$ cat src/design/rmd_pkg.sv
package rmd_pkg;

  localparam int BISECT_STEPS = 8;
  localparam int WIN_TAPS     = 9;
  localparam int MEDIAN_RANK  = 3 * 3 / 2;
  localparam int CHAN_W       = 8;
  localparam int DIM_W        = 12;
  localparam int CFG_IDX_W    = 1;

  localparam logic [CHAN_W-1:0] CHAN_MIN = 8'h00;
  localparam logic [CHAN_W-1:0] CHAN_MAX = 8'hff;

  localparam logic [DIM_W-1:0] WIDTH_RESET  = 12'd640;
  localparam logic [DIM_W-1:0] HEIGHT_RESET = 12'd480;

  typedef enum logic [CFG_IDX_W-1:0] {
    CFG_IMAGE_WIDTH  = 1'b0,
    CFG_IMAGE_HEIGHT = 1'b1
  } cfg_reg_e;

  typedef logic [CHAN_W-1:0] chan_t;

  typedef struct packed {
    chan_t red;
    chan_t green;
    chan_t blue;
  } pix_t;

  typedef struct packed {
    logic eol;
    logic eof;
  } tag_t;

endpackage

$ cat src/design/rmd_out_if.sv
interface rmd_out_if;
  logic       valid;
  logic       ready;
  logic [7:0] out_red;
  logic [7:0] out_green;
  logic [7:0] out_blue;
  logic       end_of_line;
  logic       end_of_frame;

  modport source (output valid, output out_red, output out_green, output out_blue,
                  output end_of_line, output end_of_frame, input ready);
  modport sink (input valid, input out_red, input out_green, input out_blue,
                input end_of_line, input end_of_frame, output ready);
endinterface

$ cat src/design/rmd_merge.sv
module rmd_merge (
  input  logic           clk,
  input  logic           rst_n,
  input  logic           last_valid,
  input  rmd_pkg::tag_t  last_tag,
  input  rmd_pkg::chan_t red,
  input  rmd_pkg::chan_t green,
  input  rmd_pkg::chan_t blue,
  output logic           take,
  rmd_out_if.source      out_ch
);

  logic          out_v_r;
  rmd_pkg::pix_t out_pix_r;
  rmd_pkg::tag_t out_tag_r;

  // free when empty or when the held transaction leaves this cycle
  assign take = !out_v_r || out_ch.ready;

  always_ff @(posedge clk) begin
    if (!rst_n) begin
      out_v_r <= 1'b0;
    end else if (take) begin
      out_v_r <= last_valid;
    end
  end

  always_ff @(posedge clk) begin
    if (take && last_valid) begin
      out_pix_r <= {red, green, blue};
      out_tag_r <= last_tag;
    end
  end

  assign out_ch.valid        = out_v_r;
  assign out_ch.out_red      = out_pix_r.red;
  assign out_ch.out_green    = out_pix_r.green;
  assign out_ch.out_blue     = out_pix_r.blue;
  assign out_ch.end_of_line  = out_tag_r.eol;
  assign out_ch.end_of_frame = out_tag_r.eof;

endmodule

$ cat src/flat_wrapper.sv
// flat-port wrapper written by rule: the top's interface ports become plain ports
module rmd_merge_flat 
  (clk, rst_n, last_valid, last_tag, red, green, blue, take, out_ch_valid, out_ch_out_red, out_ch_out_green, out_ch_out_blue, out_ch_end_of_line, out_ch_end_of_frame, out_ch_ready);
  rmd_out_if out_ch_i ();
  input  logic clk;
  input  logic rst_n;
  input  logic last_valid;
  input  rmd_pkg::tag_t last_tag;
  input  rmd_pkg::chan_t red;
  input  rmd_pkg::chan_t green;
  input  rmd_pkg::chan_t blue;
  output logic take;
  output wire logic [$bits(out_ch_i.valid)-1:0] out_ch_valid;
  output wire logic [$bits(out_ch_i.out_red)-1:0] out_ch_out_red;
  output wire logic [$bits(out_ch_i.out_green)-1:0] out_ch_out_green;
  output wire logic [$bits(out_ch_i.out_blue)-1:0] out_ch_out_blue;
  output wire logic [$bits(out_ch_i.end_of_line)-1:0] out_ch_end_of_line;
  output wire logic [$bits(out_ch_i.end_of_frame)-1:0] out_ch_end_of_frame;
  input wire logic [$bits(out_ch_i.ready)-1:0] out_ch_ready;
  assign out_ch_valid = out_ch_i.valid;
  assign out_ch_out_red = out_ch_i.out_red;
  assign out_ch_out_green = out_ch_i.out_green;
  assign out_ch_out_blue = out_ch_i.out_blue;
  assign out_ch_end_of_line = out_ch_i.end_of_line;
  assign out_ch_end_of_frame = out_ch_i.end_of_frame;
  assign out_ch_i.ready = out_ch_ready;
  rmd_merge u_core (.clk(clk), .rst_n(rst_n), .last_valid(last_valid), .last_tag(last_tag), .red(red), .green(green), .blue(blue), .take(take), .out_ch(out_ch_i));
endmodule
$ cat config.mk
export PLATFORM = sky130hd
export DESIGN_NAME = rmd_merge_flat
export DESIGN_NICKNAME = d
export VERILOG_FILES = /design/src/design/rmd_pkg.sv /design/src/design/rmd_out_if.sv /design/src/design/rmd_merge.sv /design/src/flat_wrapper.sv
export SDC_FILE = /design/constraint.sdc
export NUM_CORES = 1
export LEC_CHECK = 0
export BUFFER_PORTS_ARGS = -buffer_cell sky130_fd_sc_hd__buf_2
export CAP_MARGIN = 10
export CORE_MARGIN = 1
export CORE_UTILIZATION = 35
export DETAILED_ROUTE_END_ITERATION = 8
export GPL_ROUTABILITY_DRIVEN = 0
export PLACE_DENSITY = 0.71
export SLEW_MARGIN = 20
export SYNTH_ARGS = -nofsm -noshare
export SYNTH_HDL_FRONTEND = slang
export SYNTH_SLANG_ARGS = --single-unit
$ cat constraint.sdc
create_clock -name clk -period 1.4 [get_ports clk]
set_input_delay 0 -clock clk [delete_from_list [all_inputs] [get_ports clk]]
set_output_delay 0 -clock clk [all_outputs]
set_load 0.005 [all_outputs]
==> impl_metrics.py, run 1 <==
metrics = {
    "run_status": {
        "status": "finished, final reports clean",
    },
    "place": {
        "port_buffers": 57,
        "placed_cell_area_um2": 1160,
    },
    "worst_setup_path": {
        "worstPathRequired_ns": 1.67,
        "critPathLaunchType": "flip-flop",
        "worst-r2r-setup-slack_ns": 0.21,
        "path_class": "reg2reg",
        "r2r_cells": 3,
        "rr_endpoint": "u_core.out_ch.valid$_SDFFE_PN0P_",
        "r2r-start": "u_core.out_ch.valid$_SDFFE_PN0P_",
        "end_kind": "flip-flop",
        "crit_end": "u_core.out_ch.valid$_SDFFE_PN0P_",
        "critPathMaxFanout": 3,
        "worstSetupStartpoint": "u_core.out_ch.valid$_SDFFE_PN0P_",
        "arrival_ns": 1.46,
    },
    "timing": {
        "tightest_slew_ns": 0.333,
        "setup_viol": 0,
        "slew_viol_final": 0,
        "fin_worst_skew_ns": 0.0114,
        "layout_worst_path_cycle_share_pct": 84.9,
        "timing.fmax_ghz": 0.842,
        "slew_headroom_pct": 77.8,
        "fin_setup_tns_ns": 0,
        "hold_viol_final": 0,
        "min_period_ns": 1.19,
        "rsz0062_at_grt": "no",
    },
    "layout": {
        "layout_commonest_cell": "buf_2",
        "drive_gt1_share_pct": 52.5,
        "n_antenna_cell": 0,
        "layout.nets": 151,
        "layout_common_cells": "buf_2 (57), dlygate4sd3_1 (28), edfxtp_1 (26)",
        "syn_to_final_growth_pct": 74.8,
        "design_area_um2": 1470,
    },
    "drt": {
        "num_vias": 594,
        "drt_iter0_drc": 6,
        "drc": 0,
        "wl_per_cell_um": 11.5,
        "firstDrtPassIters": 3,
        "antenna_left": 0,
        "drt-vias-per-instance": 4.01,
        "routed_wl_mm": 1.70,
    },
    "die": {
        "initial_core_util_pct": 37.5,
        "die_y_um": 50.9,
        "dieArea_um2": 2590,
        "core_region_area_um2": 2230,
        "num_rows": 17,
        "io_pins": 58,
        "die_w_um": 50.9,
    },
    "clock_tree": {
        "cts_sinks": 27,
        "cts_resized": 0,
        "htreeDepth": 1,
        "cts_setup_buffers": 0,
        "clockBufferDepth": 2,
        "root_buffer": "clkbuf_4",
        "clkTransAtPathRegs_ns": 0.14,
        "cts_buffers": 3,
        "cts_tree": "yes",
        "clk_latency_ns": 0.31,
    },
    "synth": {
        "yosysTopAreaCell": "edfxtp_1",
        "synth_cell_types": 6,
        "synthCells": 31,
        "yosysSeqAreaShare_pct": 95.5,
        "syn-num-nets": 61,
        "synth.area.top_cells": "edfxtp_1 (93%), dfxtp_1 (2.4%), nand2b_4 (1.6%)",
        "syn_area_per_cell_um2": 27.0,
        "synth_area_um2": 838,
        "yosysTopAreaCellShare_pct": 93.1,
        "synth_warnings": 0,
        "ys_ff_latch": 27,
    },
    "global_routing": {
        "grt.total_usage_pct": 13.8,
        "antenna_found_initial": 0,
        "grt_pass1_wl_mm": 2.46,
        "grt_pass1_vias": 585,
        "grt_max_degree": 27,
        "grt_overflow_total": 0,
    },
    "min_path": {
        "worstHoldPathType": "in2reg",
    },
    "power_and_ir_drop": {
        "leakage_nw": 0.637,
        "ir_drop_mv": 0.639,
        "power_density_nw_per_um2": 991,
    },
    "job": {
        "cap_violations": 0,
    },
}
worst max-delay path, cell delays in order, from the launching register on:
cell	delay (ns)
dfxtp_1	0.40
nand2b_4	0.07
a21boi_2	0.12
dlygate4sd3_1	0.55
logic make-up (layout without fill, tap and decap cells):
group                  after synthesis  in the layout  synth area share (%)
AOI/OAI and AO/OA                    1              1                  1.34
buffers and inverters                1             90                 0.447
and+or+nand+nor                      2              2                  2.69
DFF                                 27             27                  95.5
report_power, final:
part	leakage [nW]	switching, mW	internal, mW
registers	0.260	0.0115	0.940
clock network	0.0150	0.213	0.111
logic	0.363	0.0623	0.114
through the flow:
stage / total power, mW / setup slack [ns] / hold slack [ns] / utilization (%) / std cells
after floorplan: 1.00 / 0.359 / 0.0989 / - / 31
after global placement: 1.08 / 0.318 / 0.176 / 51.9 / 116
after detailed placement: 1.09 / 0.300 / 0.178 / 51.9 / 116
after CTS: 1.46 / 0.230 / 0.217 / 65.6 / 148
after global routing: 1.51 / 0.166 / 0.215 / 65.6 / 148
final: 1.45 / 0.212 / 0.218 / 65.6 / 148
how the worst min path moves through the flow:
| stage | cells past startpoint | from | to | slack [ns] |
|---|---|---|---|---|
| 6_report | 2 | last_valid | u_core.out_ch.out_blue[1]$_DFFE_PP_ | 0.22 |
| 5_1_grt | 2 | last_valid | u_core.out_ch.end_of_line$_DFFE_PP_ | 0.22 |
| 4_1_cts | 2 | last_valid | u_core.out_ch.end_of_line$_DFFE_PP_ | 0.22 |
| 3_5_place_dp | 1 | green[4] | u_core.out_ch.out_green[4]$_DFFE_PP_ | 0.18 |
| 3_3_place_gp | 1 | green[3] | u_core.out_ch.out_green[3]$_DFFE_PP_ | 0.18 |
| 2_1_floorplan | 0 | last_tag[0] | u_core.out_ch.end_of_frame$_DFFE_PP_ | 0.1 |
registers in the layout (all words and copies together), names as in the netlist:
register,count
u_core.out_ch.out_blue,8
u_core.out_ch.out_green,8
u_core.out_ch.out_red,8
u_core.out_ch.end_of_frame,1
u_core.out_ch.end_of_line,1
u_core.out_ch.valid,1
timing repair:
item	in CTS	in global routing
setup endpoints to repair	0	0
hold buffers	28	0
endpoints found under the hold margin	27	0
final cells by class:
type	instances	area [µm²]
clock buffers	4	26.3
fillers	162	768
inverters	1	3.75
multi-input cells	3	33.8
flip-flops and latches	27	801
well taps	28	35.0
repair buffers	85	566
per-layer routing:
layer,vias to the layer above,GRT usage [%],share of wire (%)
met5,-,0,0
met4,0,6.94,0.71
met3,2,3.57,10
met2,46,24.8,47
met1,248,14.8,42
li1,298,-,-
synth_stat cells:
cell / instances
edfxtp_1: 26
a21boi_2: 1
and2_4: 1
dfxtp_1: 1
inv_1: 1
nand2b_4: 1
Power figures use the tool's default switching activity.
==> run 2: changes to the inputs <==
Settings changed: ABC_AREA from default to 1.
Clock period 1.4 ns to 1.1 ns, I/O delays scaled along.
==> run 2 against run 1 <==
Net effect: sequential power is 27% higher; register-to-register slack worse by 0.11 ns; largest cell class unchanged; cell count is 2.7% higher; critical endpoint is now u_core.out_ch.out_green[5]$_DFFE_PP_; combinational power rose by 38%.
==> impl_metrics.py, run 2 <==
metrics = {
    "timing": {
        "min_period_ns": 1.03,
        "slew_headroom_pct": 90.3,
        "slew_viol_final": 0,
        "tightest_slew_ns": 0.146,
        "rsz0062_at_grt": "no",
        "setup_viol": 0,
        "hold_viol_final": 0,
        "fin_setup_tns_ns": 0,
        "layout_worst_path_cycle_share_pct": 93.6,
        "worst_slack_ns": 0.0704,
        "timing.fmax_ghz": 0.971,
        "fin_worst_skew_ns": 0.0114,
    },
    "drt": {
        "routed_wl_mm": 1.83,
        "wl_per_cell_um": 12.0,
        "antenna_left": 0,
        "drt-vias-per-instance": 4.11,
        "num_vias": 624,
        "drt_iter0_drc": 7,
        "firstDrtPassIters": 4,
        "drc": 0,
    },
    "layout": {
        "regArea_um2": 802,
        "drive_gt1_share_pct": 54.0,
        "finalCoreUtilization_pct": 67.3,
        "syn_to_final_growth_pct": 80.6,
        "fill_cells": 158,
        "layout.nets": 155,
        "design_area_um2": 1500,
        "n_antenna_cell": 0,
        "layout_commonest_cell": "buf_2",
        "multi_input_area_um2": 31.3,
        "layout_common_cells": "buf_2 (57), dlygate4sd3_1 (29), edfxtp_1 (26)",
    },
    "place": {
        "port_buffers": 57,
        "placed_cell_area_um2": 1180,
        "post-dp-hpwl_mm": 1.01,
        "pre_cts_ws_ns": 0.132,
    },
    "synth": {
        "synth-adder-area-share_pct": 0,
        "synth.most_common_cell": "edfxtp_1",
        "synth.area.top_cells": "edfxtp_1 (94%), dfxtp_1 (2.4%), a21oi_2 (1.1%)",
        "synth_xor_area_share_pct": 0,
        "synth_edf_count": 26,
        "synthCells": 33,
        "syn_area_per_cell_um2": 25.2,
        "synth_area_um2": 832,
        "synthSimpleGateAreaFrac_pct": 0.752,
        "yosysTopAreaCellShare_pct": 93.8,
        "synth-compound-area-share_pct": 1.65,
        "yosysSeqAreaShare_pct": 96.2,
        "synthMuxAreaShare_pct": 0,
        "ys_ff_latch": 27,
        "syn-num-nets": 63,
        "yosysTopAreaCell": "edfxtp_1",
        "synth_cell_types": 7,
        "ys.flop_type": "edfxtp_1",
        "async_flop_share_pct": 0,
        "synth_top_family_by_area": "compound AO/OA/AOI/OAI gates",
        "synth_warnings": 0,
        "synth_common_cells": "edfxtp_1 (26), inv_1 (2)",
    },
    "clock_tree": {
        "cts_buffers": 3,
        "root_buffer": "clkbuf_4",
        "clockBufferDepth": 2,
        "clkTransAtPathRegs_ns": 0.15,
        "cts_tree": "yes",
        "cts_setup_buffers": 0,
        "htreeDepth": 1,
        "cts_sinks": 27,
        "clk_latency_ns": 0.32,
    },
    "global_routing": {
        "antenna_found_initial": 0,
        "grt.total_usage_pct": 15.3,
        "grt_pass1_vias": 661,
        "grt_pass1_wl_mm": 2.82,
        "grt_max_degree": 27,
        "grt_overflow_total": 0,
    },
    "worst_setup_path": {
        "end_kind": "flip-flop",
        "critPathMaxFanout": 26,
        "worstSetupStartpoint": "out_ch_ready",
        "worstPathRequired_ns": 1.13,
        "path_class": "in2reg",
        "critPathLaunchType": "input pin",
        "r2r-start": "u_core.out_ch.valid$_SDFFE_PN0P_",
        "arrival_ns": 1.06,
        "r2r_cells": 2,
    },
    "min_path": {
        "worstHoldPathType": "in2reg",
        "min_from": "green[3]",
        "min_path_cells": 2,
    },
    "run_status": {
        "status": "finished, final reports clean",
    },
    "die": {
        "dieArea_um2": 2580,
        "die_y_um": 50.8,
        "io_pins": 58,
        "num_rows": 17,
        "die_w_um": 50.8,
        "initial_core_util_pct": 37.3,
        "core_region_area_um2": 2230,
    },
    "job": {
        "cap_violations": 0,
    },
    "power_and_ir_drop": {
        "power_density_nw_per_um2": 1240,
        "ir_drop_mv": 0.942,
        "leakage_nw": 0.654,
    },
}
==> run 2: cell count changes in the layout (fill, tap and decap cells not counted), sizes merged <==
cell / delta
a21oi: +2
inv: +2
a21boi: -1
and2: -1
buf: +1
clkbuf: -1
clkinv: +1
dlygate4sd3: +1
nand2: +1
nand2b: -1
==> run 2: logic make-up (layout without fill, tap and decap cells) <==
| kind of cell | Yosys count | after routing |
|---|---|---|
| AO/OA/AOI/OAI | 2 | 2 |
| AND/OR/NAND/NOR | 1 | 1 |
| flip-flops | 27 | 27 |
| buffers and inverters | 3 | 94 |
==> run 2: final cells by class <==
type,count,share of cell area (%)
clock buffers,3,1.50
clock inverters,1,0.333
inverters,3,0.749
multi-input cells,3,2.08
flip-flops and latches,27,53.4
well taps,28,2.33
repair buffers,87,39.6
==> run 2: worst max-delay path, stage by stage <==
cell           delay, ns
dlygate4sd3_1       0.54
buf_2               0.11
inv_2               0.05
a21oi_4             0.16
buf_12              0.19
==> run 2: stage by stage <==
step                      total power, mW  std cells  hold slack [ns]
after floorplan                      1.28         33           0.0954
after global placement               1.39        119            0.177
after detailed placement             1.40        119            0.178
after CTS                            1.87        152            0.373
after global routing                 1.92        152            0.372
final                                1.87        152            0.382
==> run 2: path summary, 6_finish.rpt <==
check / to / slack, ns
min: u_core.out_ch.out_green[3]$_DFFE_PP_ / 0.38
min reg2reg: u_core.out_ch.valid$_SDFFE_PN0P_ / 0.52
max: u_core.out_ch.out_green[5]$_DFFE_PP_ / 0.07
max reg2reg: u_core.out_ch.out_green[5]$_DFFE_PP_ / 0.10
==> run 2: report_power, final <==
group | internal, mW | switching [mW]
clock network | 0.136 | 0.276
registers | 1.20 | 0.0154
logic | 0.154 | 0.0884
==> run 2: timing repair <==
item	4_1_cts	5_1_grt
resized for setup	0	0
hold buffers	29	0
hold endpoints to repair	27	0
==> run 2: per-layer routing <==
layer	up-vias	track usage (%)	share of wire (%)
met1	274	16.1	37
li1	306	-	-
met4	0	4.17	0.33
met2	42	29.1	51
met3	2	4.55	12
met5	-	0	0
