## src/design/rmd_pkg.sv

```systemverilog
package rmd_pkg;

  localparam int BISECT_STEPS = 8;
  localparam int WIN_TAPS     = 9;
  localparam int MEDIAN_RANK  = 3 * 3 / 2;
  localparam int CHAN_W       = 8;
  localparam int DIM_W        = 12;
  localparam int CFG_IDX_W    = 1;

  localparam logic [CHAN_W-1:0] CHAN_MIN = 8'h00;
  localparam logic [CHAN_W-1:0] CHAN_MAX = 8'hff;

  localparam logic [DIM_W-1:0] WIDTH_RESET  = 12'd640;
  localparam logic [DIM_W-1:0] HEIGHT_RESET = 12'd480;

  typedef enum logic [CFG_IDX_W-1:0] {
    CFG_IMAGE_WIDTH  = 1'b0,
    CFG_IMAGE_HEIGHT = 1'b1
  } cfg_reg_e;

  typedef logic [CHAN_W-1:0] chan_t;

  typedef struct packed {
    chan_t red;
    chan_t green;
    chan_t blue;
  } pix_t;

  typedef struct packed {
    logic eol;
    logic eof;
  } tag_t;

endpackage

```

## src/design/rmd_lane.sv

```systemverilog
module rmd_lane (
  input  logic                                  clk,
  input  logic [rmd_pkg::BISECT_STEPS-1:0]      en,
  input  rmd_pkg::chan_t [rmd_pkg::WIN_TAPS-1:0] vals_in,
  output rmd_pkg::chan_t                        result
);

  localparam int STEPS = rmd_pkg::BISECT_STEPS;

  typedef struct packed {
    rmd_pkg::chan_t lo;
    rmd_pkg::chan_t hi;
  } bounds_t;

  function automatic bounds_t bisect_step(input rmd_pkg::chan_t [rmd_pkg::WIN_TAPS-1:0] v,
                                          input rmd_pkg::chan_t lo,
                                          input rmd_pkg::chan_t hi);
    logic [rmd_pkg::CHAN_W:0] sum;
    rmd_pkg::chan_t           mid;
    logic [3:0]               above;
    bounds_t                  nb;
    sum   = {1'b0, lo} + {1'b0, hi};
    mid   = sum[rmd_pkg::CHAN_W:1];
    above = '0;
    for (int j = 0; j < rmd_pkg::WIN_TAPS; j++) begin
      above = above + {3'b000, (v[j] > mid)};
    end
    nb.lo = lo;
    nb.hi = hi;
    if (above > 4'(rmd_pkg::MEDIAN_RANK)) begin
      nb.lo = mid;
    end else if (above < 4'(rmd_pkg::MEDIAN_RANK)) begin
      nb.hi = mid;
    end
    return nb;
  endfunction

  rmd_pkg::chan_t [rmd_pkg::WIN_TAPS-1:0] vals_r [STEPS-1];
  rmd_pkg::chan_t                         lo_r   [STEPS];
  rmd_pkg::chan_t                         hi_r   [STEPS];
  logic [rmd_pkg::CHAN_W:0]               fin_sum;

  for (genvar k = 0; k < STEPS; k++) begin : g_stage
    rmd_pkg::chan_t [rmd_pkg::WIN_TAPS-1:0] src_vals;
    rmd_pkg::chan_t                         src_lo;
    rmd_pkg::chan_t                         src_hi;
    bounds_t                                nb;

    if (k == 0) begin : g_first
      assign src_vals = vals_in;
      assign src_lo   = rmd_pkg::CHAN_MIN;
      assign src_hi   = rmd_pkg::CHAN_MAX;
    end else begin : g_next
      assign src_vals = vals_r[k-1];
      assign src_lo   = lo_r[k-1];
      assign src_hi   = hi_r[k-1];
    end

    assign nb = bisect_step(src_vals, src_lo, src_hi);

    always_ff @(posedge clk) begin
      if (en[k]) begin
        lo_r[k] <= nb.lo;
        hi_r[k] <= nb.hi;
      end
    end

    if (k < STEPS - 1) begin : g_carry
      always_ff @(posedge clk) begin
        if (en[k]) begin
          vals_r[k] <= src_vals;
        end
      end
    end
  end

  assign fin_sum = {1'b0, lo_r[STEPS-1]} + {1'b0, hi_r[STEPS-1]};
  assign result  = fin_sum[rmd_pkg::CHAN_W:1];

endmodule

```

## config.mk

```make
export PLATFORM = sky130hd
export DESIGN_NAME = rmd_lane
export DESIGN_NICKNAME = d
export VERILOG_FILES = /design/src/design/rmd_pkg.sv /design/src/design/rmd_lane.sv
export SDC_FILE = /design/constraint.sdc
export NUM_CORES = 1
export LEC_CHECK = 0
export BUFFER_PORTS_ARGS = -buffer_cell sky130_fd_sc_hd__clkbuf_2
export CAP_MARGIN = 5
export CORE_AREA = 4 4 229 231
export CTS_BUF_LIST = sky130_fd_sc_hd__clkbuf_2 sky130_fd_sc_hd__clkbuf_4 sky130_fd_sc_hd__clkbuf_8
export CTS_CLUSTER_SIZE = 8
export DETAILED_ROUTE_END_ITERATION = 7
export DIE_AREA = 0 0 233 235
export GPL_TIMING_DRIVEN = 0
export PLACE_DENSITY_LB_ADDON = 0.1
export SLEW_MARGIN = 20
export SYNTH_ARGS = -nofsm -noshare
export SYNTH_HDL_FRONTEND = slang
export SYNTH_SLANG_ARGS = --single-unit
```

## constraint.sdc

```tcl
create_clock -name clk -period 7.9 [get_ports clk]
set_clock_uncertainty 0.15 [all_clocks]
set_input_delay 0.395 -clock clk [delete_from_list [all_inputs] [get_ports clk]]
set_output_delay 0.395 -clock clk [all_outputs]
set_load 0.02 [all_outputs]
```

==> out/summary.txt, run 1 <==
Async S/R FF share, synth -> 0%
io pins -> 89
1st-pass router iterations -> 7
Netlist cell types -> 64
register area share after synthesis -> 55.8%
Post-CTS Setup Inserts -> 0
layout cells sized above 1 -> 11.8%
die width -> 233 um
Clock Latency Late Sink -> 680 ps
crit path kind -> register to register
register bit total from synthesis -> 606
Port Buffer Count -> 88
TNS Setup -> 0 ps
Cell Area, Synth -> 0.0326 sq mm
CP endpoint kind -> register
endpoints failing setup -> 0
CP arrival -> 7810 ps
core area -> 0.0501 sq mm
syn nets -> 2,904
Rows -> 82
EDFF count, synth -> 606
drt via density -> 5.94
MaxCap Viol Count -> 0
Bufs on Longest Clock Path -> 3
unrepaired setup endpoints after global routing -> no
Tot GR Track Use -> 26.5%
H-tree lvl count -> 3
clock slew at reported path FFs -> 60 ps
HPWL after DPL -> 53,000 um
fillcell total -> 3,239
Die Ht -> 235 um
Final Hold Violating Endpoints -> 0
Post-DRT Antenna Nets -> 0
Detailed Route Iter0 Violations -> 1,187
Detailed Route WL -> 71,100 um
top_reg_cell synth -> edfxtp_1
CP max FO -> 10
Routed wire per std cell -> 21.1 um
number of buffers created by CTS -> 97
largest net degree at the start of global routing -> 65
initial core utilization -> 65.1%
startpoint types -> register
die area -> 0.0548 sq mm
Routability Congestion -> 0.879
register area -> 0.0182 sq mm
CTS tree -> built
antenna violations before repair -> 0
cells after synthesis -> 2,376
DRC Markers -> 0
# diodes -> 0
DP Worst Slack -> -140 ps
Hold Path Class -> input port to register
Warnings, synthesis -> 0
Critical Path RT -> 8170 ps
Final nets -> 3,172
fin. max-slew vios -> 0
global route total overflow -> 0
Multi-input gate area -> 0.0137 sq mm
vias in the first global route -> 21,000
CTS Sinks -> 606
Via Count -> 20,000
Root Buffer -> clkbuf_8
slew margin rel. -> 28.1%
first-pass GRT wire length -> 113,000 um
PnR worst setup slack -> 364 ps
Tmin final -> 7540 ps
syn avg cell area -> 13.7 sq um
outcome -> completed
worst hold slack -> 55.9 ps
Slew @ Worst Pin -> 1070 ps
Fmax -> 133 MHz
Tcrit/Tclk final -> 95.4%
area grow syn2layout -> 12.4%
==> synth_stat cells (4+ instances only) <==
| library cell | instances | area [sq um] |
|---|---|---|
| nor4_1 | 4 | 25.0 |
| nand2b_1 | 53 | 332 |
| buf_2 | 10 | 50.1 |
| o32ai_1 | 20 | 175 |
| xnor2_1 | 58 | 508 |
| a31o_2 | 8 | 70.1 |
| o21a_1 | 15 | 113 |
| mux2i_1 | 15 | 150 |
| and2_1 | 9 | 56.3 |
| edfxtp_1 | 606 | 18200 |
| o21bai_1 | 4 | 30.0 |
| o22ai_1 | 24 | 150 |
| a211oi_1 | 5 | 37.5 |
| nand2_1 | 89 | 334 |
| o21ai_1 | 16 | 80.1 |
| nor2_1 | 69 | 259 |
| nor3b_1 | 7 | 52.6 |
| mux2_2 | 53 | 597 |
| clkbuf_1 | 20 | 75.1 |
| fa_1 | 47 | 941 |
| or4_1 | 4 | 30.0 |
| and3_1 | 8 | 50.1 |
| o21ai_0 | 110 | 551 |
| inv_1 | 140 | 526 |
| xnor3_1 | 8 | 180 |
| nand3_1 | 23 | 115 |
| a21o_1 | 49 | 368 |
| ha_1 | 400 | 5000 |
| a21oi_1 | 131 | 656 |
| xor2_1 | 52 | 455 |
| o211ai_1 | 13 | 97.6 |
| o221ai_1 | 5 | 43.8 |
| nand4_1 | 99 | 619 |
| a21boi_0 | 20 | 150 |
| nor2b_1 | 56 | 350 |
| a31oi_1 | 6 | 37.5 |
| or3_1 | 9 | 56.3 |
| maj3_1 | 61 | 611 |
==> flip-flops by register name (all words and copies together) (netlist names) <==
name    flops
vals_r    504
hi_r       50
lo_r       52
==> worst paths after layout <==
check | depth (start not counted) | slack (ps) | startpoint | endpoint
max reg2reg | 21 | 360 | lo_r[0][16] | hi_r[0][27]
max | 21 | 360 | lo_r[0][16] | hi_r[0][27]
min reg2reg | 0 | 290 | vals_r[0][10] | vals_r[1][10]
min | 1 | 60 | en[7] | lo_r[1][27]
==> what timing repair did <==
action | in CTS | in global routing
endpoints found under the setup margin | 11 | 12
hold buffers | 74 | 0
endpoints found under the hold margin | 101 | 0
gates resized for setup | 1 | 2
==> cell families (layout without fill, tap and decap cells) <==
kind of cell | count (synthesis) | count (layout) | share of synthesized area [%]
AO/OA/AOI/OAI | 455 | 455 | 8.66
XOR/XNOR | 121 | 121 | 3.69
adder cells (fa/ha/maj) | 511 | 511 | 20.2
buffers and inverters | 175 | 496 | 2.11
flip-flops | 606 | 606 | 55.8
multiplexers | 68 | 68 | 2.29
AND/OR/NAND/NOR | 440 | 440 | 7.22
==> routing by layer <==
metal	track usage [%]	vias to the layer above	share of wire (%)
met5	0	-	0
met2	46.0	635	50
met1	32.2	9534	40
li1	-	9635	-
met4	13.5	0	5.1
met3	3.66	223	4.1
==> cell type report <==
| cell class | count | area share, % |
|---|---|---|
| flip-flops and latches | 606 | 49.7 |
| multi-input cells | 1595 | 37.5 |
| clock buffers | 112 | 3.95 |
| repair buffers | 169 | 3.80 |
| well taps | 672 | 2.29 |
| inverters | 140 | 1.43 |
| clock inverters | 40 | 0.912 |
| plain buffers | 35 | 0.444 |
==> metrics by stage <==
step	cell area, sq um	instances	util [%]
floorplan	32600	2376	-
global placement	33900	3136	67.7
detailed placement	34100	3143	68.1
CTS	36600	3369	73.2
global route	36600	3369	73.2
finish	36600	3369	73.2
==> worst max-delay path, cell delays in order, from the launching register on <==
cell      delay, ps
edfxtp_1        430
fa_1            480
a21o_1          230
a21oi_1         180
xnor2_1         190
inv_1           310
ha_1            420
and4_1          180
nand2_1          70
o21ai_0          70
a21oi_1          60
maj3_1          360
maj3_1          360
a22oi_1         290
fa_1            510
fa_1            530
fa_1            620
fa_1            180
inv_1            60
fa_1            430
o21ai_1         730
mux2_2          420
==> cell usage in the layout, fill, tap and decap left out, types with 58 or more instances in the layout <==
cell type / Yosys / final
nand4_1: 99 / 99
dlygate4sd3_1: 0 / 74
clkbuf_8: 0 / 97
nor2_1: 69 / 68
o21ai_0: 110 / 110
clkbuf_2: 0 / 81
xnor2_1: 58 / 58
nand2_1: 89 / 89
inv_1: 140 / 140
ha_1: 400 / 400
edfxtp_1: 606 / 606
a21oi_1: 131 / 129
maj3_1: 61 / 61
Power of run 1 is left out: the tool's default activity adds up to more than one toggle a clock period on the data nets, which glitch-free logic cannot reach.
==> inputs of run 2 (changes only) <==
--- a/config.mk
+++ b/config.mk
@@ -7,11 +7,11 @@
 export LEC_CHECK = 0
 export BUFFER_PORTS_ARGS = -buffer_cell sky130_fd_sc_hd__clkbuf_2
 export CAP_MARGIN = 5
-export CORE_AREA = 4 4 229 231
+export CORE_AREA = 4 4 306 308
 export CTS_BUF_LIST = sky130_fd_sc_hd__clkbuf_2 sky130_fd_sc_hd__clkbuf_4 sky130_fd_sc_hd__clkbuf_8
 export CTS_CLUSTER_SIZE = 8
 export DETAILED_ROUTE_END_ITERATION = 7
-export DIE_AREA = 0 0 233 235
+export DIE_AREA = 0 0 310 312
 export GPL_TIMING_DRIVEN = 0
 export PLACE_DENSITY_LB_ADDON = 0.1
 export SLEW_MARGIN = 20
==> constraint.sdc (replaced) <==
create_clock -name clk -period 7 [get_ports clk]
set_clock_uncertainty 0.15 [all_clocks]
set_input_delay 0.35 -clock clk [delete_from_list [all_inputs] [get_ports clk]]
set_output_delay 0.35 -clock clk [all_outputs]
set_load 0.02 [all_outputs]
==> run 2 against run 1 <==
Compared with the run above:
- via count down 1.0%
- register-to-register slack got worse by 150 ps
- wire length increased by 9.7%
- maximum frequency up 11%
- hold slack improved by 120 ps
- die area grew 77%
- utilization is 31 points lower
- largest cell class unchanged
- critical path depth rose by 4
==> out/summary.txt, run 2 (synthesized netlist as in run 1, its figures left out) <==
CTS Sinks -> 606
Die Ht -> 312 um
CP endpoint kind -> register
HPWL after DPL -> 60,800 um
fin. max-slew vios -> 0
antenna violations before repair -> 1
area grow syn2layout -> 18.8%
Fmax -> 147 MHz
initial core utilization -> 35.8%
design area -> 0.0387 sq mm
max FFs per register -> 504
core area -> 0.0911 sq mm
register-to-register setup slack -> 220 ps
Detailed Route WL -> 78,000 um
outcome -> completed
Root Buffer -> clkbuf_8
Critical Path RT -> 7280 ps
Routed wire per std cell -> 19.6 um
number of buffers created by CTS -> 105
startpoint types -> register
clock slew at reported path FFs -> 60 ps
Clock Latency Late Sink -> 730 ps
Min-Delay Path Depth -> 2
final core occ -> 42.5%
Detailed Route Iter0 Violations -> 865
Tot GR Track Use -> 16.1%
Via Count -> 19,800
1st-pass router iterations -> 6
most frequent cells in the layout -> edfxtp_1 (606), ha_1 (390), a21oi_1 (122)
Tcrit/Tclk final -> 96.9%
CP arrival -> 7070 ps
largest net degree at the start of global routing -> 61
die area -> 0.0967 sq mm
layout cells sized above 1 -> 18.6%
MaxCap Viol Count -> 0
Largest Register -> vals_r
Area after DPL -> 0.0348 sq mm
Final Hold Violating Endpoints -> 0
CTS tree -> built
Post-DRT Antenna Nets -> 0
Tmin final -> 6780 ps
FF-to-FF End -> lo_r[0][30]
Hold Path Class -> input port to register
Bufs on Longest Clock Path -> 3
Reg-to-Reg Start -> lo_r[0][17]
Rows -> 111
Port Buffer Count -> 88
crit path kind -> register to register
most common cell after layout, fill and taps aside -> edfxtp_1
slew margin rel. -> 45.6%
Final nets -> 3,243
global route total overflow -> 0
Routability Congestion -> 0.857
io pins -> 89
beginning of the worst hold path -> vals_in[53]
fillcell total -> 8,242
Multi-input gate area -> 0.0142 sq mm
die width -> 310 um
endpoints failing setup -> 0
vias in the first global route -> 20,300
biggest regs -> vals_r (504), lo_r (52), hi_r (50)
WHS Endpoint -> vals_r[0][53]
CP max FO -> 8
reg2reg path depth -> 25
first-pass GRT wire length -> 119,000 um
H-tree lvl count -> 3
drt via density -> 4.98
DRC Markers -> 0
Slew @ Worst Pin -> 816 ps
register area -> 0.0182 sq mm
## run 2: cell types whose count changed in the layout (fill, tap and decap cells not counted), sizes merged
cell         delta
buf            +55
clkbuf         +29
clkinv          +8
clkinvlp        +8
diode           +2
dlygate4sd3     +6
inv             -7
o21ai           +1
## run 2: stage by stage
| step | hold WS [ps] | cells | TNS [ps] | setup WS, ps |
|---|---|---|---|---|
| 5_1_grt | 129 | 3985 | -95.1 | -22.3 |
| 3_5_place_dp | 285 | 3657 | -47720 | -1310 |
| 6_report | 174 | 3985 | 0 | 218 |
| 4_1_cts | 83.0 | 3939 | 0 | 5.01 |
| 2_1_floorplan | 276 | 2376 | 0 | 291 |
| 3_3_place_gp | 291 | 3650 | -55760 | -1120 |
## run 2: what timing repair did
item | 4_1_cts | 5_1_grt
gates resized for setup | 60 | 91
endpoints found under the hold margin | 266 | 0
setup buffers | 13 | 42
hold buffers | 80 | 0
pin swaps | 7 | 33
setup endpoints to repair | 89 | 70
cloned | 0 | 2
## run 2: layer usage
layer  part of all wire [%]  GRT usage [%]  up-vias
met2                     49           27.9      441
li1                       -              -     9828
met5                      0              0        -
met3                    3.1           2.20      189
met4                    5.5           8.40        0
met1                     42           19.5     9369
## run 2: critical path, cell delays in order (launching register included)
cell       delay (ps)
edfxtp_1          460
fa_2              430
a21o_1            210
a221o_1           340
buf_6             160
a21oi_1           180
nor2_2             70
nor2_4            130
buf_12            130
ha_4              170
nand3b_1          120
a21oi_2           210
a311oi_4           90
o2111ai_2         160
o22ai_1           110
o21bai_2          200
fa_2              570
fa_1              430
fa_2              580
fa_2              200
inv_2              50
fa_1              520
nor2b_2            50
buf_4             150
o21ai_4           250
mux2_2            390
## run 2: worst max-delay path by stage
stage | startpoint | endpoint | depth (start not counted)
final | lo_r[0][17] | lo_r[0][30] | 25
after global routing | lo_r[1][2] | lo_r[1][12] | 22
after CTS | lo_r[0][17] | lo_r[0][28] | 25
after floorplan | lo_r[0][16] | lo_r[0][24] | 24
after global placement | lo_r[0][16] | lo_r[0][28] | 22
after detailed placement | lo_r[0][16] | lo_r[0][28] | 22
## run 2: cell type report
type | instances | share of cell area [%]
Tap cell | 1186 | 3.83
Inverter | 140 | 1.43
Buffer | 35 | 0.510
Timing Repair inverter | 1 | 0.0129
Timing Repair Buffer | 230 | 5.11
Clock buffer | 141 | 4.43
Multi-Input combinational cell | 1596 | 36.6
Antenna cell | 2 | 0.0129
Clock inverter | 48 | 1.04
Sequential cell | 606 | 47.0
Power of run 2 is left out for the same reason.
==> inputs of run 3 (changes only) <==
--- a/config.mk
+++ b/config.mk
@@ -5,13 +5,14 @@
 export SDC_FILE = /design/constraint.sdc
 export NUM_CORES = 1
 export LEC_CHECK = 0
+export ABC_AREA = 1
 export BUFFER_PORTS_ARGS = -buffer_cell sky130_fd_sc_hd__clkbuf_2
 export CAP_MARGIN = 5
-export CORE_AREA = 4 4 306 308
+export CORE_AREA = 4 4 315 317
 export CTS_BUF_LIST = sky130_fd_sc_hd__clkbuf_2 sky130_fd_sc_hd__clkbuf_4 sky130_fd_sc_hd__clkbuf_8
 export CTS_CLUSTER_SIZE = 8
 export DETAILED_ROUTE_END_ITERATION = 7
-export DIE_AREA = 0 0 310 312
+export DIE_AREA = 0 0 319 321
 export GPL_TIMING_DRIVEN = 0
 export PLACE_DENSITY_LB_ADDON = 0.1
 export SLEW_MARGIN = 20
==> run 3 against run 2 <==
Compared with the run above:
- cell count is 25% higher
- final area grew 3.5%
- maximum frequency up 2.6%
- global-route usage grew 0.097 points
- critical path type unchanged
- critical endpoint is now lo_r[1][19]
==> out/summary.txt, run 3 <==
Async S/R FF share, synth -> 0%
crit path kind -> register to register
unrepaired setup endpoints after global routing -> no
Routed wire per std cell -> 16.3 um
Final nets -> 4,149
fillcell total -> 9,340
Routability Congestion -> 0.865
startpoint types -> register
post-synth top area cell -> edfxtp_1
outcome -> completed
PnR worst setup slack -> 391 ps
slew margin rel. -> 50.4%
initial core utilization -> 35.8%
Cell Area, Synth -> 0.0344 sq mm
endpoints failing setup -> 0
Via Count -> 22,400
antenna violations before repair -> 1
Multi-input gate area -> 0.0143 sq mm
die width -> 319 um
Tot GR Track Use -> 16.2%
fin. max-slew vios -> 0
Tmin final -> 6610 ps
most frequent cells in the layout -> nand2_1 (644), edfxtp_1 (606), inv_1 (531)
max FFs per register -> 504
EDFF count, synth -> 606
CP endpoint kind -> register
HPWL after DPL -> 64,600 um
Port Buffer Count -> 88
DRC Markers -> 0
register area share after synthesis -> 52.8%
count leader, synth -> nand2_1
mux cell area share after synthesis -> 0%
number of buffers created by CTS -> 107
drt via density -> 4.50
Final Hold Violating Endpoints -> 0
Detailed Route WL -> 81,400 um
Largest Register -> vals_r
io pins -> 89
Warnings, synthesis -> 0
CTS Sinks -> 606
area grow syn2layout -> 16.4%
Netlist cell types -> 41
global route total overflow -> 0
Rows -> 114
vias in the first global route -> 22,700
register area -> 0.0182 sq mm
first-pass GRT wire length -> 129,000 um
Clock Latency Late Sink -> 750 ps
CTS tree -> built
syn nets -> 3,854
post-synthesis compound-gate area fraction -> 5.64%
layout cells sized above 1 -> 11.1%
largest family of logic cells by synthesized area -> adder cells
CP arrival -> 6930 ps
MaxCap Viol Count -> 0
clock slew at reported path FFs -> 60 ps
Bufs on Longest Clock Path -> 3
Hold Path Class -> input port to register
synth cell count leaders -> nand2_1 (644), edfxtp_1 (606), inv_1 (535)
syn avg cell area -> 10.4 sq um
Detailed Route Iter0 Violations -> 1,108
Adder-Cell Fraction of Synth Area -> 17.3%
biggest regs -> vals_r (504), lo_r (52), hi_r (50)
Synth Area in Simple Gates -> 17.2%
largest net degree at the start of global routing -> 89
core area -> 0.0963 sq mm
1st-pass router iterations -> 5
worst hold slack -> 67.4 ps
DP Worst Slack -> -99.0 ps
Yosys top cell area share -> 52.8%
most common cell after layout, fill and taps aside -> nand2_1
Die Ht -> 321 um
top_reg_cell synth -> edfxtp_1
Synth Area in XOR/XNOR -> 0.788%
TNS Setup -> 0 ps
CP max FO -> 10
Critical Path RT -> 7320 ps
Post-DRT Antenna Nets -> 0
Slew @ Worst Pin -> 743 ps
cells after synthesis -> 3,326
Fmax -> 151 MHz
die area -> 0.102 sq mm
Tcrit/Tclk final -> 94.4%
top cells by area, synth -> edfxtp_1 (53%), ha_1 (15%), nand2_1 (7.0%)
Root Buffer -> clkbuf_8
register bit total from synthesis -> 606
H-tree lvl count -> 3
run 3: cell types whose count changed in the layout (fill, tap and decap cells not counted), moves of 35 or more:
cell | before | now
nand2b_1 | 53 | 0
nand3_1 | 23 | 268
nor2b_1 | 52 | 0
o21bai_1 | 3 | 52
xnor2_1 | 50 | 9
a21o_1 | 49 | 0
mux2_2 | 52 | 0
nand4_1 | 99 | 64
inv_1 | 117 | 531
buf_4 | 48 | 7
nand2_1 | 89 | 644
xor2_1 | 47 | 11
nor2_1 | 65 | 273
maj3_1 | 61 | 0
run 3: final timing paths:
check                                   start       endpoint  slack (ps)  depth (start not counted)
worst max-delay path               lo_r[1][8]    lo_r[1][19]         390                         26
worst min-delay path                    en[4]  vals_r[4][19]          70                          1
worst max register to register     lo_r[1][8]    lo_r[1][19]         390                         26
worst min register to register  vals_r[1][16]  vals_r[2][16]         290                          0
run 3: metal layers:
metal / track usage (%) / up-vias / part of all wire [%] / wire length [um]
li1: - / 11900 / - / -
met1: 20.5 / 10000 / 45 / 36900
met2: 28.5 / 326 / 49 / 39600
met3: 2.40 / 150 / 2.7 / 2160
met4: 5.44 / 0 / 3.3 / 2710
met5: 0 / - / 0 / 0
run 3: final cells by class:
type	count	share of cell area (%)
Sequential cell	606	45.4
Multi-Input combinational cell	2152	35.7
Inverter	548	5.16
Clock buffer	137	4.24
Tap cell	1276	3.98
Timing Repair Buffer	186	3.90
Clock inverter	62	1.39
Buffer	20	0.259
Antenna cell	1	0.00624
run 3: per-stage QoR:
| stage | utilization (%) | cell area, sq um | std cells |
|---|---|---|---|
| CTS | 41.4 | 39800 | 4976 |
| global placement | 37.9 | 36500 | 4690 |
| global route | 41.6 | 40100 | 4988 |
| floorplan | - | 34400 | 3326 |
| detailed placement | 38.2 | 36800 | 4700 |
| finish | 41.6 | 40100 | 4988 |
run 3: logic make-up after synthesis:
| logic type | after synthesis |
|---|---|
| flops | 606 |
| simple gates | 1336 |
| fa+ha+maj | 447 |
| buf+inv | 568 |
| compound gates | 338 |
| xor+xnor | 31 |
run 3: critical path, stage by stage, from the launching register on:
cell and delay, ps:
edfxtp_1 420, nand2_1 90, inv_1 60, fa_1 400, nand2_1 90, nand2_1 70
nand3b_1 130, nand2_1 100, nand2_2 260, nand2_2 270, inv_1 320, nor2_1 70
nor2_1 140, nand3_1 90, nand2_1 70, nand2_1 70, fa_1 560, fa_1 560
fa_1 560, fa_1 430, inv_1 90, fa_1 400, o21ai_0 170, nand2_1 140
inv_1 160, clkbuf_1 310, o21ai_0 150
run 3: repair_timing:
item                                    in CTS  in global routing
hold buffers                                77                  0
buffers inserted                             0                 11
endpoints found under the hold margin      190                  0
gates resized for setup                      3                 18
pin swaps                                    0                  3
endpoints found under the setup margin      18                 71
Power of run 3 is left out for the same reason.
